$ cat config.mk
export PLATFORM = sky130hd
export DESIGN_NAME = md5_message_digest_core_flat
export DESIGN_NICKNAME = d
export VERILOG_FILES = /design/src/rtl/md5_pkg.sv /design/src/rtl/md5_byte_if.sv /design/src/rtl/md5_digest_if.sv /design/src/rtl/md5_message_digest_core.sv /design/src/rtl/md5_front.sv /design/src/rtl/md5_queue.sv /design/src/rtl/md5_back.sv /design/src/flat_wrapper.sv
export SDC_FILE = /design/constraint.sdc
export NUM_CORES = 2
export LEC_CHECK = 0
export BUFFER_PORTS_ARGS = -buffer_cell sky130_fd_sc_hd__clkbuf_2
export CELL_PAD_IN_SITES_DETAIL_PLACEMENT = 0
export CELL_PAD_IN_SITES_GLOBAL_PLACEMENT = 1
export CORE_MARGIN = 2
export CORE_UTILIZATION = 40
export DETAILED_ROUTE_END_ITERATION = 8
export HOLD_SLACK_MARGIN = 0.03
export PLACE_DENSITY_LB_ADDON = 0.1
export SYNTH_ARGS = -nofsm -noshare
export SYNTH_HDL_FRONTEND = slang
export SYNTH_SLANG_ARGS = --single-unit
export TNS_END_PERCENT = 10
$ cat constraint.sdc
create_clock -name i_clk -period 9.8 [get_ports i_clk]
set_clock_uncertainty 0.1 [all_clocks]
set_input_delay 0.49 -clock i_clk [delete_from_list [all_inputs] [get_ports i_clk]]
set_output_delay 0.49 -clock i_clk [all_outputs]
set_load 0.01 [all_outputs]
$ cat src/rtl/md5_pkg.sv
package md5_pkg;

    localparam logic [31:0] IV_A = 32'h67452301;
    localparam logic [31:0] IV_B = 32'hefcdab89;
    localparam logic [31:0] IV_C = 32'h98badcfe;
    localparam logic [31:0] IV_D = 32'h10325476;
    localparam logic [7:0]  PAD_BYTE = 8'h80;
    localparam logic [5:0]  LEN_POS  = 6'd56;
    localparam logic [5:0]  LAST_POS = 6'd63;
    localparam logic [5:0]  LAST_STEP = 6'd63;

    typedef logic [3:0][31:0] t_words;

    typedef enum logic {F_ACC, F_PAD} t_front_state;
    typedef enum logic [1:0] {B_IDLE, B_RUN, B_ADD, B_EMIT} t_back_state;

    // word write into the two-slot block store
    typedef struct packed {
        logic        en;
        logic [4:0]  addr;
        logic [31:0] data;
    } t_mem_wr;

    typedef struct packed {
        logic       empty;
        logic       final_blk;
        logic [1:0] count;
    } t_q_status;

    function automatic logic [31:0] f_k(input logic [5:0] i);
        logic [31:0] k;
        case (i)
            6'd0:  k = 32'hd76aa478; 6'd1:  k = 32'he8c7b756;
            6'd2:  k = 32'h242070db; 6'd3:  k = 32'hc1bdceee;
            6'd4:  k = 32'hf57c0faf; 6'd5:  k = 32'h4787c62a;
            6'd6:  k = 32'ha8304613; 6'd7:  k = 32'hfd469501;
            6'd8:  k = 32'h698098d8; 6'd9:  k = 32'h8b44f7af;
            6'd10: k = 32'hffff5bb1; 6'd11: k = 32'h895cd7be;
            6'd12: k = 32'h6b901122; 6'd13: k = 32'hfd987193;
            6'd14: k = 32'ha679438e; 6'd15: k = 32'h49b40821;
            6'd16: k = 32'hf61e2562; 6'd17: k = 32'hc040b340;
            6'd18: k = 32'h265e5a51; 6'd19: k = 32'he9b6c7aa;
            6'd20: k = 32'hd62f105d; 6'd21: k = 32'h02441453;
            6'd22: k = 32'hd8a1e681; 6'd23: k = 32'he7d3fbc8;
            6'd24: k = 32'h21e1cde6; 6'd25: k = 32'hc33707d6;
            6'd26: k = 32'hf4d50d87; 6'd27: k = 32'h455a14ed;
            6'd28: k = 32'ha9e3e905; 6'd29: k = 32'hfcefa3f8;
            6'd30: k = 32'h676f02d9; 6'd31: k = 32'h8d2a4c8a;
            6'd32: k = 32'hfffa3942; 6'd33: k = 32'h8771f681;
            6'd34: k = 32'h6d9d6122; 6'd35: k = 32'hfde5380c;
            6'd36: k = 32'ha4beea44; 6'd37: k = 32'h4bdecfa9;
            6'd38: k = 32'hf6bb4b60; 6'd39: k = 32'hbebfbc70;
            6'd40: k = 32'h289b7ec6; 6'd41: k = 32'heaa127fa;
            6'd42: k = 32'hd4ef3085; 6'd43: k = 32'h04881d05;
            6'd44: k = 32'hd9d4d039; 6'd45: k = 32'he6db99e5;
            6'd46: k = 32'h1fa27cf8; 6'd47: k = 32'hc4ac5665;
            6'd48: k = 32'hf4292244; 6'd49: k = 32'h432aff97;
            6'd50: k = 32'hab9423a7; 6'd51: k = 32'hfc93a039;
            6'd52: k = 32'h655b59c3; 6'd53: k = 32'h8f0ccc92;
            6'd54: k = 32'hffeff47d; 6'd55: k = 32'h85845dd1;
            6'd56: k = 32'h6fa87e4f; 6'd57: k = 32'hfe2ce6e0;
            6'd58: k = 32'ha3014314; 6'd59: k = 32'h4e0811a1;
            6'd60: k = 32'hf7537e82; 6'd61: k = 32'hbd3af235;
            6'd62: k = 32'h2ad7d2bb; 6'd63: k = 32'heb86d391;
            default: k = 32'h0;
        endcase
        return k;
    endfunction

    function automatic logic [4:0] f_shift(input logic [5:0] i);
        logic [4:0] s;
        case ({i[5:4], i[1:0]})
            4'd0:  s = 5'd7;  4'd1:  s = 5'd12; 4'd2:  s = 5'd17; 4'd3:  s = 5'd22;
            4'd4:  s = 5'd5;  4'd5:  s = 5'd9;  4'd6:  s = 5'd14; 4'd7:  s = 5'd20;
            4'd8:  s = 5'd4;  4'd9:  s = 5'd11; 4'd10: s = 5'd16; 4'd11: s = 5'd23;
            4'd12: s = 5'd6;  4'd13: s = 5'd10; 4'd14: s = 5'd15; 4'd15: s = 5'd21;
            default: s = 5'd0;
        endcase
        return s;
    endfunction

    // message word index used by step i
    function automatic logic [3:0] f_g(input logic [5:0] i);
        logic [3:0] n;
        logic [3:0] g;
        n = i[3:0];
        case (i[5:4])
            2'd0:    g = n;
            2'd1:    g = 4'(n + (n << 2) + 4'd1);
            2'd2:    g = 4'(n + (n << 1) + 4'd5);
            2'd3:    g = 4'((n << 3) - n);
            default: g = n;
        endcase
        return g;
    endfunction

    function automatic t_words f_init(input logic [31:0] seed);
        t_words w;
        w[0] = IV_A + 32'(seed * 32'd11);
        w[1] = IV_B + 32'(seed * 32'd71);
        w[2] = IV_C + 32'(seed * 32'd37);
        w[3] = IV_D + 32'(seed * 32'd97);
        return w;
    endfunction

endpackage

$ cat src/rtl/md5_byte_if.sv
interface md5_byte_if;
    logic       valid;
    logic       ready;
    logic [7:0] byte_value;
    logic       byte_present;
    logic       end_of_message;

    modport source (output valid, byte_value, byte_present, end_of_message, input ready);
    modport sink (input valid, byte_value, byte_present, end_of_message, output ready);
endinterface

$ cat src/rtl/md5_digest_if.sv
interface md5_digest_if;
    logic        valid;
    logic        ready;
    logic [31:0] digest_word;
    logic [1:0]  word_index;
    logic        last_word;

    modport source (output valid, digest_word, word_index, last_word, input ready);
    modport sink (input valid, digest_word, word_index, last_word, output ready);
endinterface

$ cat src/rtl/md5_message_digest_core.sv
// MD5 digest engine with a seedable start.
// Input channel i_in: one transaction per message byte (byte_present) and/or
// end_of_message. A message ends with a transaction carrying end_of_message.
// Output channel o_out: four transactions per message, digest words 0..3,
// last_word on the fourth; low byte of word 0 is the first digest byte.
// i_cfg_we/i_cfg_data write the seed; this re-seeds and drops any partial
// message. Write it only while the core is idle.
// Throughput: one byte per cycle while a block slot is free. The compression
// unit works each 64-byte block as one read set-up, 64 rounds and one add;
// two block slots let filling overlap compression.
// After end_of_message the front pads one byte per cycle while a block slot
// is free, then the last block compresses; digest word 0 appears once the
// final block has been compressed and added, the rest follow one per cycle
// while o_out is ready.
// A stall on o_out holds the digest; input bytes keep flowing until both
// slots are taken. Reset (synchronous) clears the seed to zero.
module md5_message_digest_core
    import md5_pkg::*;
(
    input  logic          i_clk,
    input  logic          i_rst_n,
    md5_byte_if.sink      i_in,
    md5_digest_if.source  o_out,
    input  logic          i_cfg_we,
    input  logic [31:0]   i_cfg_data
);

    t_mem_wr   wr;
    t_q_status q_st;
    logic      push, push_final, pop, busy, full;

    assign full = (q_st.count + {1'b0, busy}) >= 2'd2;

    md5_front u_front (
        .i_clk        (i_clk),
        .i_rst_n      (i_rst_n),
        .i_in         (i_in),
        .i_cfg_we     (i_cfg_we),
        .i_full       (full),
        .o_wr         (wr),
        .o_push       (push),
        .o_push_final (push_final)
    );

    md5_queue u_queue (
        .i_clk        (i_clk),
        .i_rst_n      (i_rst_n),
        .i_push       (push),
        .i_push_final (push_final),
        .i_pop        (pop),
        .o_status     (q_st)
    );

    md5_back u_back (
        .i_clk      (i_clk),
        .i_rst_n    (i_rst_n),
        .i_wr       (wr),
        .i_q        (q_st),
        .o_pop      (pop),
        .o_busy     (busy),
        .i_cfg_we   (i_cfg_we),
        .i_cfg_data (i_cfg_data),
        .o_out      (o_out)
    );

endmodule

$ cat src/rtl/md5_front.sv
module md5_front
    import md5_pkg::*;
(
    input  logic         i_clk,
    input  logic         i_rst_n,
    md5_byte_if.sink     i_in,
    input  logic         i_cfg_we,
    input  logic         i_full,
    output t_mem_wr      o_wr,
    output logic         o_push,
    output logic         o_push_final
);

    t_front_state r_state, n_state;
    logic [5:0]  r_fill;
    logic [63:0] r_bits;
    logic [63:0] r_len;
    logic [23:0] r_word;
    logic        r_slot;
    logic        r_pad_first;
    logic        r_len_en;

    logic       acc;
    logic       wr_en;
    logic [7:0] wr_byte;
    logic [7:0] pad_byte;
    logic [63:0] len_shift;

    assign len_shift = r_len >> {r_fill[2:0], 3'b000};

    always_comb begin
        if (r_pad_first) begin
            pad_byte = PAD_BYTE;
        end else if (r_fill >= LEN_POS && r_len_en) begin
            pad_byte = len_shift[7:0];
        end else begin
            pad_byte = 8'h00;
        end
    end

    // outputs
    always_comb begin
        i_in.ready = (r_state == F_ACC) && !i_full;
        acc = i_in.valid && i_in.ready;
        case (r_state)
            F_ACC: begin
                wr_en   = acc && i_in.byte_present;
                wr_byte = i_in.byte_value;
            end
            F_PAD: begin
                wr_en   = !i_full;
                wr_byte = pad_byte;
            end
            default: begin
                wr_en   = 1'b0;
                wr_byte = 8'h00;
            end
        endcase
        o_wr.en      = wr_en && (r_fill[1:0] == 2'd3);
        o_wr.addr    = {r_slot, r_fill[5:2]};
        o_wr.data    = {wr_byte, r_word};
        o_push       = wr_en && (r_fill == LAST_POS);
        // only the block that carries the length closes the message
        o_push_final = (r_state == F_PAD) && !r_pad_first && r_len_en;
    end

    // next state
    always_comb begin
        n_state = r_state;
        case (r_state)
            F_ACC: begin
                if (acc && i_in.end_of_message) begin
                    n_state = F_PAD;
                end
            end
            F_PAD: begin
                if (wr_en && !r_pad_first && r_len_en && r_fill == LAST_POS) begin
                    n_state = F_ACC;
                end
            end
            default: n_state = F_ACC;
        endcase
        if (i_cfg_we) begin
            n_state = F_ACC;
        end
    end

    always_ff @(posedge i_clk) begin
        if (!i_rst_n) begin
            r_state     <= F_ACC;
            r_fill      <= '0;
            r_bits      <= '0;
            r_slot      <= 1'b0;
            r_pad_first <= 1'b0;
            r_len_en    <= 1'b0;
        end else begin
            r_state <= n_state;
            if (i_cfg_we) begin
                r_fill <= '0;
                r_bits <= '0;
            end else begin
                if (wr_en) begin
                    r_fill <= r_fill + 6'd1;
                    if (r_fill == LAST_POS) begin
                        r_slot <= !r_slot;
                    end
                end
                if (acc) begin
                    if (i_in.end_of_message) begin
                        r_bits      <= '0;
                        r_pad_first <= 1'b1;
                    end else if (i_in.byte_present) begin
                        r_bits <= r_bits + 64'd8;
                    end
                end
                if (r_state == F_PAD && wr_en) begin
                    if (r_pad_first) begin
                        r_pad_first <= 1'b0;
                        // 0x80 in the last byte leaves a whole fresh block for the length
                        r_len_en    <= (r_fill < LEN_POS) || (r_fill == LAST_POS);
                    end else if (r_fill == LAST_POS) begin
                        // padding wrapped into a fresh block
                        r_len_en <= 1'b1;
                    end
                end
            end
        end
    end

    always_ff @(posedge i_clk) begin
        if (wr_en) begin
            case (r_fill[1:0])
                2'd0:    r_word[7:0]   <= wr_byte;
                2'd1:    r_word[15:8]  <= wr_byte;
                2'd2:    r_word[23:16] <= wr_byte;
                default: r_word        <= r_word;
            endcase
        end
        if (acc && i_in.end_of_message) begin
            r_len <= r_bits + (i_in.byte_present ? 64'd8 : 64'd0);
        end
    end

endmodule

$ cat src/rtl/md5_queue.sv
module md5_queue
    import md5_pkg::*;
(
    input  logic      i_clk,
    input  logic      i_rst_n,
    input  logic      i_push,
    input  logic      i_push_final,
    input  logic      i_pop,
    output t_q_status o_status
);

    logic [1:0] r_fin;
    logic       r_wp;
    logic       r_rp;
    logic [1:0] r_cnt;

    assign o_status.empty     = (r_cnt == 2'd0);
    assign o_status.final_blk = r_fin[r_rp];
    assign o_status.count     = r_cnt;

    always_ff @(posedge i_clk) begin
        if (!i_rst_n) begin
            r_wp  <= 1'b0;
            r_rp  <= 1'b0;
            r_cnt <= '0;
        end else begin
            if (i_push) begin
                r_wp <= !r_wp;
            end
            if (i_pop) begin
                r_rp <= !r_rp;
            end
            case ({i_push, i_pop})
                2'b10:   r_cnt <= r_cnt + 2'd1;
                2'b01:   r_cnt <= r_cnt - 2'd1;
                default: r_cnt <= r_cnt;
            endcase
        end
    end

    always_ff @(posedge i_clk) begin
        if (i_push) begin
            r_fin[r_wp] <= i_push_final;
        end
    end

endmodule

$ cat src/rtl/md5_back.sv
module md5_back
    import md5_pkg::*;
(
    input  logic          i_clk,
    input  logic          i_rst_n,
    input  t_mem_wr       i_wr,
    input  t_q_status     i_q,
    output logic          o_pop,
    output logic          o_busy,
    input  logic          i_cfg_we,
    input  logic [31:0]   i_cfg_data,
    md5_digest_if.source  o_out
);

    t_back_state r_state, n_state;
    logic [31:0] mem [32];
    logic [31:0] r_q;
    t_words      r_h;
    logic [31:0] r_a, r_b, r_c, r_d;
    logic [5:0]  r_step;
    logic        r_slot;
    logic        r_final;
    logic [1:0]  r_idx;
    logic [31:0] r_seed;

    logic [4:0]  rd_addr;
    logic [5:0]  step_nx;
    logic [31:0] f;
    logic [31:0] t;
    logic [63:0] t_rot;
    logic        out_acc;

    assign step_nx = r_step + 6'd1;
    assign out_acc = o_out.valid && o_out.ready;

    always_comb begin
        case (r_step[5:4])
            2'd0:    f = (r_b & r_c) | (~r_b & r_d);
            2'd1:    f = (r_b & r_d) | (r_c & ~r_d);
            2'd2:    f = r_b ^ r_c ^ r_d;
            default: f = r_c ^ (r_b | ~r_d);
        endcase
        t     = r_a + f + r_q + f_k(r_step);
        t_rot = {t, t} << f_shift(r_step);
    end

    // outputs
    always_comb begin
        o_pop   = (r_state == B_IDLE) && !i_q.empty;
        o_busy  = (r_state != B_IDLE);
        rd_addr = (r_state == B_RUN) ? {r_slot, f_g(step_nx)} : {r_slot, f_g(6'd0)};
        o_out.valid       = (r_state == B_EMIT);
        o_out.digest_word = r_h[r_idx];
        o_out.word_index  = r_idx;
        o_out.last_word   = (r_idx == 2'd3);
    end

    // next state
    always_comb begin
        n_state = r_state;
        case (r_state)
            B_IDLE: if (!i_q.empty) n_state = B_RUN;
            B_RUN:  if (r_step == LAST_STEP) n_state = B_ADD;
            B_ADD:  n_state = r_final ? B_EMIT : B_IDLE;
            B_EMIT: if (out_acc && r_idx == 2'd3) n_state = B_IDLE;
            default: n_state = B_IDLE;
        endcase
    end

    always_ff @(posedge i_clk) begin
        if (i_wr.en) begin
            mem[i_wr.addr] <= i_wr.data;
        end
        r_q <= mem[rd_addr];
    end

    always_ff @(posedge i_clk) begin
        if (!i_rst_n) begin
            r_state <= B_IDLE;
            r_h     <= f_init(32'd0);
            r_seed  <= '0;
            r_slot  <= 1'b0;
            r_step  <= '0;
            r_idx   <= '0;
        end else begin
            r_state <= n_state;
            if (i_cfg_we) begin
                r_seed <= i_cfg_data;
                r_h    <= f_init(i_cfg_data);
            end else begin
                case (r_state)
                    B_IDLE: begin
                        if (!i_q.empty) begin
                            r_a     <= r_h[0];
                            r_b     <= r_h[1];
                            r_c     <= r_h[2];
                            r_d     <= r_h[3];
                            r_final <= i_q.final_blk;
                            r_step  <= '0;
                        end
                    end
                    B_RUN: begin
                        r_a    <= r_d;
                        r_d    <= r_c;
                        r_c    <= r_b;
                        r_b    <= r_b + t_rot[63:32];
                        r_step <= step_nx;
                    end
                    B_ADD: begin
                        r_h[0] <= r_h[0] + r_a;
                        r_h[1] <= r_h[1] + r_b;
                        r_h[2] <= r_h[2] + r_c;
                        r_h[3] <= r_h[3] + r_d;
                        r_slot <= !r_slot;
                        r_idx  <= '0;
                    end
                    B_EMIT: begin
                        if (out_acc) begin
                            r_idx <= r_idx + 2'd1;
                            if (r_idx == 2'd3) begin
                                r_h <= f_init(r_seed);
                            end
                        end
                    end
                    default: r_step <= r_step;
                endcase
            end
        end
    end

endmodule

$ cat src/flat_wrapper.sv
// flat-port wrapper written by rule: the top's interface ports become plain ports
module md5_message_digest_core_flat import md5_pkg::*;
  (i_clk, i_rst_n, i_cfg_we, i_cfg_data, i_in_valid, i_in_byte_value, i_in_byte_present, i_in_end_of_message, i_in_ready, o_out_valid, o_out_digest_word, o_out_word_index, o_out_last_word, o_out_ready);
  md5_byte_if i_in_i ();
  md5_digest_if o_out_i ();
  input  logic i_clk;
  input  logic i_rst_n;
  input  logic i_cfg_we;
  input  logic [31:0] i_cfg_data;
  input wire logic [$bits(i_in_i.valid)-1:0] i_in_valid;
  input wire logic [$bits(i_in_i.byte_value)-1:0] i_in_byte_value;
  input wire logic [$bits(i_in_i.byte_present)-1:0] i_in_byte_present;
  input wire logic [$bits(i_in_i.end_of_message)-1:0] i_in_end_of_message;
  output wire logic [$bits(i_in_i.ready)-1:0] i_in_ready;
  output wire logic [$bits(o_out_i.valid)-1:0] o_out_valid;
  output wire logic [$bits(o_out_i.digest_word)-1:0] o_out_digest_word;
  output wire logic [$bits(o_out_i.word_index)-1:0] o_out_word_index;
  output wire logic [$bits(o_out_i.last_word)-1:0] o_out_last_word;
  input wire logic [$bits(o_out_i.ready)-1:0] o_out_ready;
  assign i_in_i.valid = i_in_valid;
  assign i_in_i.byte_value = i_in_byte_value;
  assign i_in_i.byte_present = i_in_byte_present;
  assign i_in_i.end_of_message = i_in_end_of_message;
  assign i_in_ready = i_in_i.ready;
  assign o_out_valid = o_out_i.valid;
  assign o_out_digest_word = o_out_i.digest_word;
  assign o_out_word_index = o_out_i.word_index;
  assign o_out_last_word = o_out_i.last_word;
  assign o_out_i.ready = o_out_ready;
  md5_message_digest_core u_core (.i_clk(i_clk), .i_rst_n(i_rst_n), .i_in(i_in_i), .o_out(o_out_i), .i_cfg_we(i_cfg_we), .i_cfg_data(i_cfg_data));
endmodule
# Word-level counts from Yosys, hierarchy flattened
# Memories as Yosys holds them, arrays and structs flattened. A register that Yosys moved wholly into a read port is not among the register bits.
# Cells that the tools add are included.
# totals
reg_bits	468
latch_bits	0
ramBits	1024
rom_bits	2128
in_bits	47
out_inout_bits	37
wordCells	220
mem_count	3
# classes
add_sub_neg	29
multipliers	8
n_div	0
order_cmp	7
eq_ne	22
shifts	2
mux	54
n_bitwise	16
reduce_logical	51
# mem_list
name	words	width	read_ports	rd_ports_with_merged_regs	wr	line	rtl
(name not given)	64	32	1	1	0	md5_pkg.sv:32	case (i)
u_core.u_back.mem	32	32	1	1	1	md5_back.sv:16	logic [31:0] mem [32];
(name not given)	16	5	1	1	0	md5_pkg.sv:72	case ({i[5:4], i[1:0]})
# op_table
operator	n
$mux W128	3
$add A32 B32 Y32	8
$pmux W128 S2	1
$pmux W32 S2	4
$mux W32	5
$add A32 B32 Y32 const A	4
$and A32 B32 Y32	4
$mul A32 B7 Y32 const B	4
$mux W64	2
$or A32 B32 Y32	3
$pmux W32 S3	1
$xor A32 B32 Y32	3
$add A29 B32 Y32 const A	2
$add A31 B32 Y32 const A	2
$add A64 B4 Y64	1
$add A64 B4 Y64 const B	1
$bmux W32 S2	1
$mul A32 B4 Y32 const B	2
$mul A32 B6 Y32 const B	2
$not A32 Y32	2
$shl A64 B5 Y64	1
$shr A64 B6 Y8	1
$eq A2 B2 Y1 const B	9
$mux W6	3
43 further kinds	120

# Depth between registers and ports, before layout
# depth
word_depth	13
ltp_mapped	40
ltp_nobuf	38

# Cells and area by module
# From an unflattened synthesis, not the netlist that was laid out.
# unflattened
hier_cells	11028
area_unflattened_um2	109074.6
# by_module_without_submodules
module	instances	cells_each	area_per_inst_um2	seq_area_each_um2
md5_back	1	10243	100940.6	39427.8
md5_front	1	761	7868.8	3973.8
md5_queue	1	22	252.7	140.1
md5_message_digest_core	1	2	12.5	0.0

# Worst setup path after synthesis
# No wires, ideal clock.
# synth_path
kind	reg-to-reg
startpoint	register u_core.u_back.r_step[4]
endpoint	register u_core.u_back.r_b[30], data pin
setup_ps	268
arrival_time_ps	8446
required_ps	9432
path_slack_ps	987
stages_incl_launch_ff	38
n_path_buf	3
synth_period_minus_slack_ps	8813
path_cell_list	dfxtp_1 -> buf_2 -> buf_1 -> buf_1 -> xnor2_1 -> o21ai_0 -> o21ai_0 -> fa_1 -> fa_1 -> inv_1 -> ha_1 -> inv_1 -> fa_1 -> nand2b_1 -> a21oi_1 -> o2111ai_1 -> a21boi_0 -> nor3_1 -> (+2 left out) -> nand2_1 -> o21ai_0 -> mux2i_1 -> o21ai_0 -> ha_1 -> fa_1 -> a21o_1 -> a21o_1 -> a21oi_1 -> o221ai_1 -> a2111o_1 -> nand3_1 -> o21ai_0 -> a21oi_1 -> o211ai_1 -> a31oi_1 -> xor2_1 -> o21ai_0
# synth_via
elab_chain_len	8
word_cells_on_any_way	10
classes_between	add/sub (4); eq/ne (2); shift (1); mux (2); reduce/logical (1)
# synth_rtl
element	line	rtl
start: declaration	md5_back.sv:20	logic [5:0] r_step;
start signal: assignment	md5_back.sv:107	r_step <= step_nx;
start signal: assignment	md5_back.sv:125	default: r_step <= r_step;
$eq A2 B2 Y1, or another cell as far along	md5_back.sv:37	case (r_step[5:4])
$pmux W32 S3 *	md5_back.sv:37	
$add A32 B32 Y32 * (3 in a row)	md5_back.sv:43	t = r_a + f + r_q + f_k(r_step);
$shl A64 B5 Y64 *	md5_back.sv:44	t_rot = {t, t} << f_shift(r_step);
$add A32 B32 Y32 *	md5_back.sv:106	r_b <= r_b + t_rot[63:32];
$pmux W32 S2 *	md5_back.sv:91	case (r_state)
end signal: assignment	md5_back.sv:95	r_b <= r_h[1];
end signal: assignment	md5_back.sv:106	
end: declaration	md5_back.sv:19	logic [31:0] r_a, r_b, r_c, r_d;
# Every way passes the cells marked *; elsewhere a longest branch is shown, timed or not.
# A chain may end at the register's enable or synchronous reset.

# Worst setup path in the final report
# Ends and elaborated chain as after synthesis.

==> metrics.cfg <==
[yosys]
yosysUniqueCellTypes=96
synth_ff_type=edfxtp_1
avgSynthCellArea_um2=9.93
synth.top_cell.area_share=0.346
synth_area_leaders=edfxtp_1 35%, ha_1 10%, fa_1 7.8%
ys_ff_latch=1555
synth_warnings=0
syn_inst=10800
yosys.area.top_type=edfxtp_1
ys_seq_area_frac=0.404
async_flop_share=0
synth_edf_count=1240
syn_nets=12200
synth.cell_area_um2=108000

[finish]
layout_common_cells=1327 x nand2_1, 1240 x edfxtp_1, 1147 x inv_1
layout_commonest_cell=nand2_1
drive_gt1_frac=0.0743
finish.net_count=12100
area_growth_pct=10.2

[timing]
worst_slew_pin_slew_ns=1.28
max_freq_ghz=0.107
slew_violations=0
finalSetupViolations=0
period_needed_ns=9.31
setup_slack_ns=0.492
slew_headroom=0.134
fin_crit_sh=0.950
finalHoldViolCount=0
grt_setup_unrepaired=false
tns_ns=0

[clocking]
tritoncts=done
clock_latency_ns=0.88
htree_levels=4
numCtsBuffers=184
clockBufferDepth=4
path_clk_slew_ns=0.06
root_buffer=clkbuf_16
cts.sinks=1555

[worst_setup_path]
r2r-end=u_core.u_back.r_b[30]
critical_path_class=flip-flop to flip-flop
reg2reg_depth=35
r2r_slack_ns=0.49
end_kind=flip-flop
critPathSlowestCell=mux4_2
crit-reg2reg-launch=u_core.u_back.r_step[4]
startpoint_type=flip-flop
path_max_fanout=19
cp.arrival_ns=9.80
slowest_delay_ns=0.54
cp_data_required_time_ns=10.29

[global_route]
antenna_found_initial=8
overflow=0
grt_max_degree=165
grt_pass1_wl_um=571000
grt_pass1_vias=80100
grtUsageTotal=0.285

[floorplan]
fp.dieH_um=523
coreArea_um2=268000
die_area_um2=273000
start_util=0.402
rows=190
die_w_um=523
io_pins=84

[placed_design]
dp_hpwl_um=284000
gp_congestion=0.944
port_buffers=83
preCtsSetupSlack_ns=0.128

[power]
p_leak_nw=48.0
p_per_area_nw_per_um2=181
ir_worst_vdd_uv=160

[detailed_routing]
drt-total-wl_um=397000
drtAntennaViolNets=0
drcViolationCount=0
drtIter0Drc=7099
vias=83100
vias_per_cell=5.73
drt-wirelength-per-cell_um=27.4
drt_pass1_iterations=6

[min_path]
hold_start=i_cfg_data[4]
holdCritPathClass=input port to flip-flop
hold-path-endpoint=u_core.u_back.r_seed[4]
whs_path_depth=3

[outcome]
status=finished clean

[job]
drv_cap=0

-- through the flow --
step | utilization | cells | power [mW] | area (µm²) | hold WS [ns]
2_1_floorplan | - | 10800 | 12.0 | 108000 | 0.366
3_3_place_gp | 0.420 | 14100 | 14.7 | 113000 | 0.378
3_5_place_dp | 0.420 | 14100 | 14.7 | 113000 | 0.402
4_1_cts | 0.443 | 14500 | 21.7 | 119000 | 0.0303
5_1_grt | 0.443 | 14500 | 22.4 | 119000 | 0.0903
6_report | 0.443 | 14500 | 21.5 | 119000 | 0.0882
-- registers in the layout (all words and copies together), names as in the netlist, 61 cells and up, named ones only --
| signal | cells |
|---|---|
| u_core.u_front.r_bits | 61 |
| u_core.u_front.r_len | 61 |
| u_core.u_back.r_h | 128 |
| u_core.u_back.mem | 1024 |
-- critical path, delay by kind of cell, from the launching register on --
kind,cells,cell delay [ns]
AO/OA/AOI/OAI,16,3.55
adder cells (fa/ha/maj),6,2.29
multiplexers,3,1.05
buffers and inverters,4,0.53
flip-flops,1,0.50
XOR/XNOR,3,0.50
AND/OR/NAND/NOR,3,0.47
-- cell usage after synthesis, drive strengths merged (29+ instances only) --
cell type / n
a211oi: 360
a21o: 187
a21oi: 684
a311oi: 153
a31oi: 196
and2: 296
and3: 67
buf: 94
clkbuf: 422
dfxtp: 315
edfxtp: 1240
fa: 418
ha: 858
inv: 1153
mux2: 29
mux2i: 98
mux4: 90
nand2: 1332
nand2b: 53
nand3: 152
nand4: 53
nor2: 602
nor2b: 47
nor3: 141
o211ai: 149
o21a: 56
o21ai: 464
o21bai: 55
o22ai: 55
o311ai: 30
or2: 46
or3: 60
xnor2: 349
xor2: 198
-- cells by family after synthesis --
group	count (synthesis)	synth area share
buffers and inverters	1670	0.0588
flip-flops	1555	0.404
AO/OA/AOI/OAI	2649	0.161
adder cells (fa/ha/maj)	1277	0.177
multiplexers	217	0.0310
XOR/XNOR	547	0.0446
AND/OR/NAND/NOR	2929	0.123
-- layout make-up --
| class | instances | area [µm²] |
|---|---|---|
| fill | 25700 | 149000 |
| multi-input combinational | 7619 | 58300 |
| sequential | 1555 | 43600 |
| clock buffer | 237 | 4970 |
| tap | 3552 | 4440 |
| inverter | 1154 | 4340 |
| timing repair buffer | 284 | 2160 |
| clock inverter | 100 | 937 |
| antenna | 6 | 15.0 |
-- what timing repair did --
action                                 in CTS  in global routing
setup endpoints to repair                   0                  4
hold buffers                               16                  0
gates resized for setup                     0                 13
endpoints found under the hold margin      20                  0
buffers inserted                            0                  2
-- worst max path at each step --
stage / endpoint / depth (start not counted) / startpoint
6_report: u_core.u_back.r_b[30] / 35 / u_core.u_back.r_step[4]
5_1_grt: u_core.u_back.r_b[30] / 38 / u_core.u_back.r_step[4]
4_1_cts: u_core.u_back.r_b[30] / 34 / u_core.u_back.r_step[4]
3_5_place_dp: u_core.u_back.r_b[30] / 37 / u_core.u_back.r_step[4]
3_3_place_gp: u_core.u_back.r_b[30] / 34 / u_core.u_back.r_step[4]
2_1_floorplan: u_core.u_back.r_b[30] / 37 / u_core.u_back.r_step[4]
-- routing by layer --
| layer | wire, µm | vias up | GRT usage |
|---|---|---|---|
| met5 | 20 | - | 0 |
| met4 | 18100 | 2 | 0.112 |
| met3 | 18300 | 529 | 0.0291 |
| met2 | 187000 | 2491 | 0.468 |
| met1 | 174000 | 41600 | 0.386 |
| li1 | - | 38500 | - |
-- power by group --
part / total [mW] / switching, mW / internal (mW)
combinational: 6.96 / 4.46 / 2.51
clock: 6.86 / 2.93 / 3.94
sequential: 7.63 / 0.337 / 7.30
total: 21.5 / 7.72 / 13.7
No activity file was read; power rests on OpenSTA's default activity.
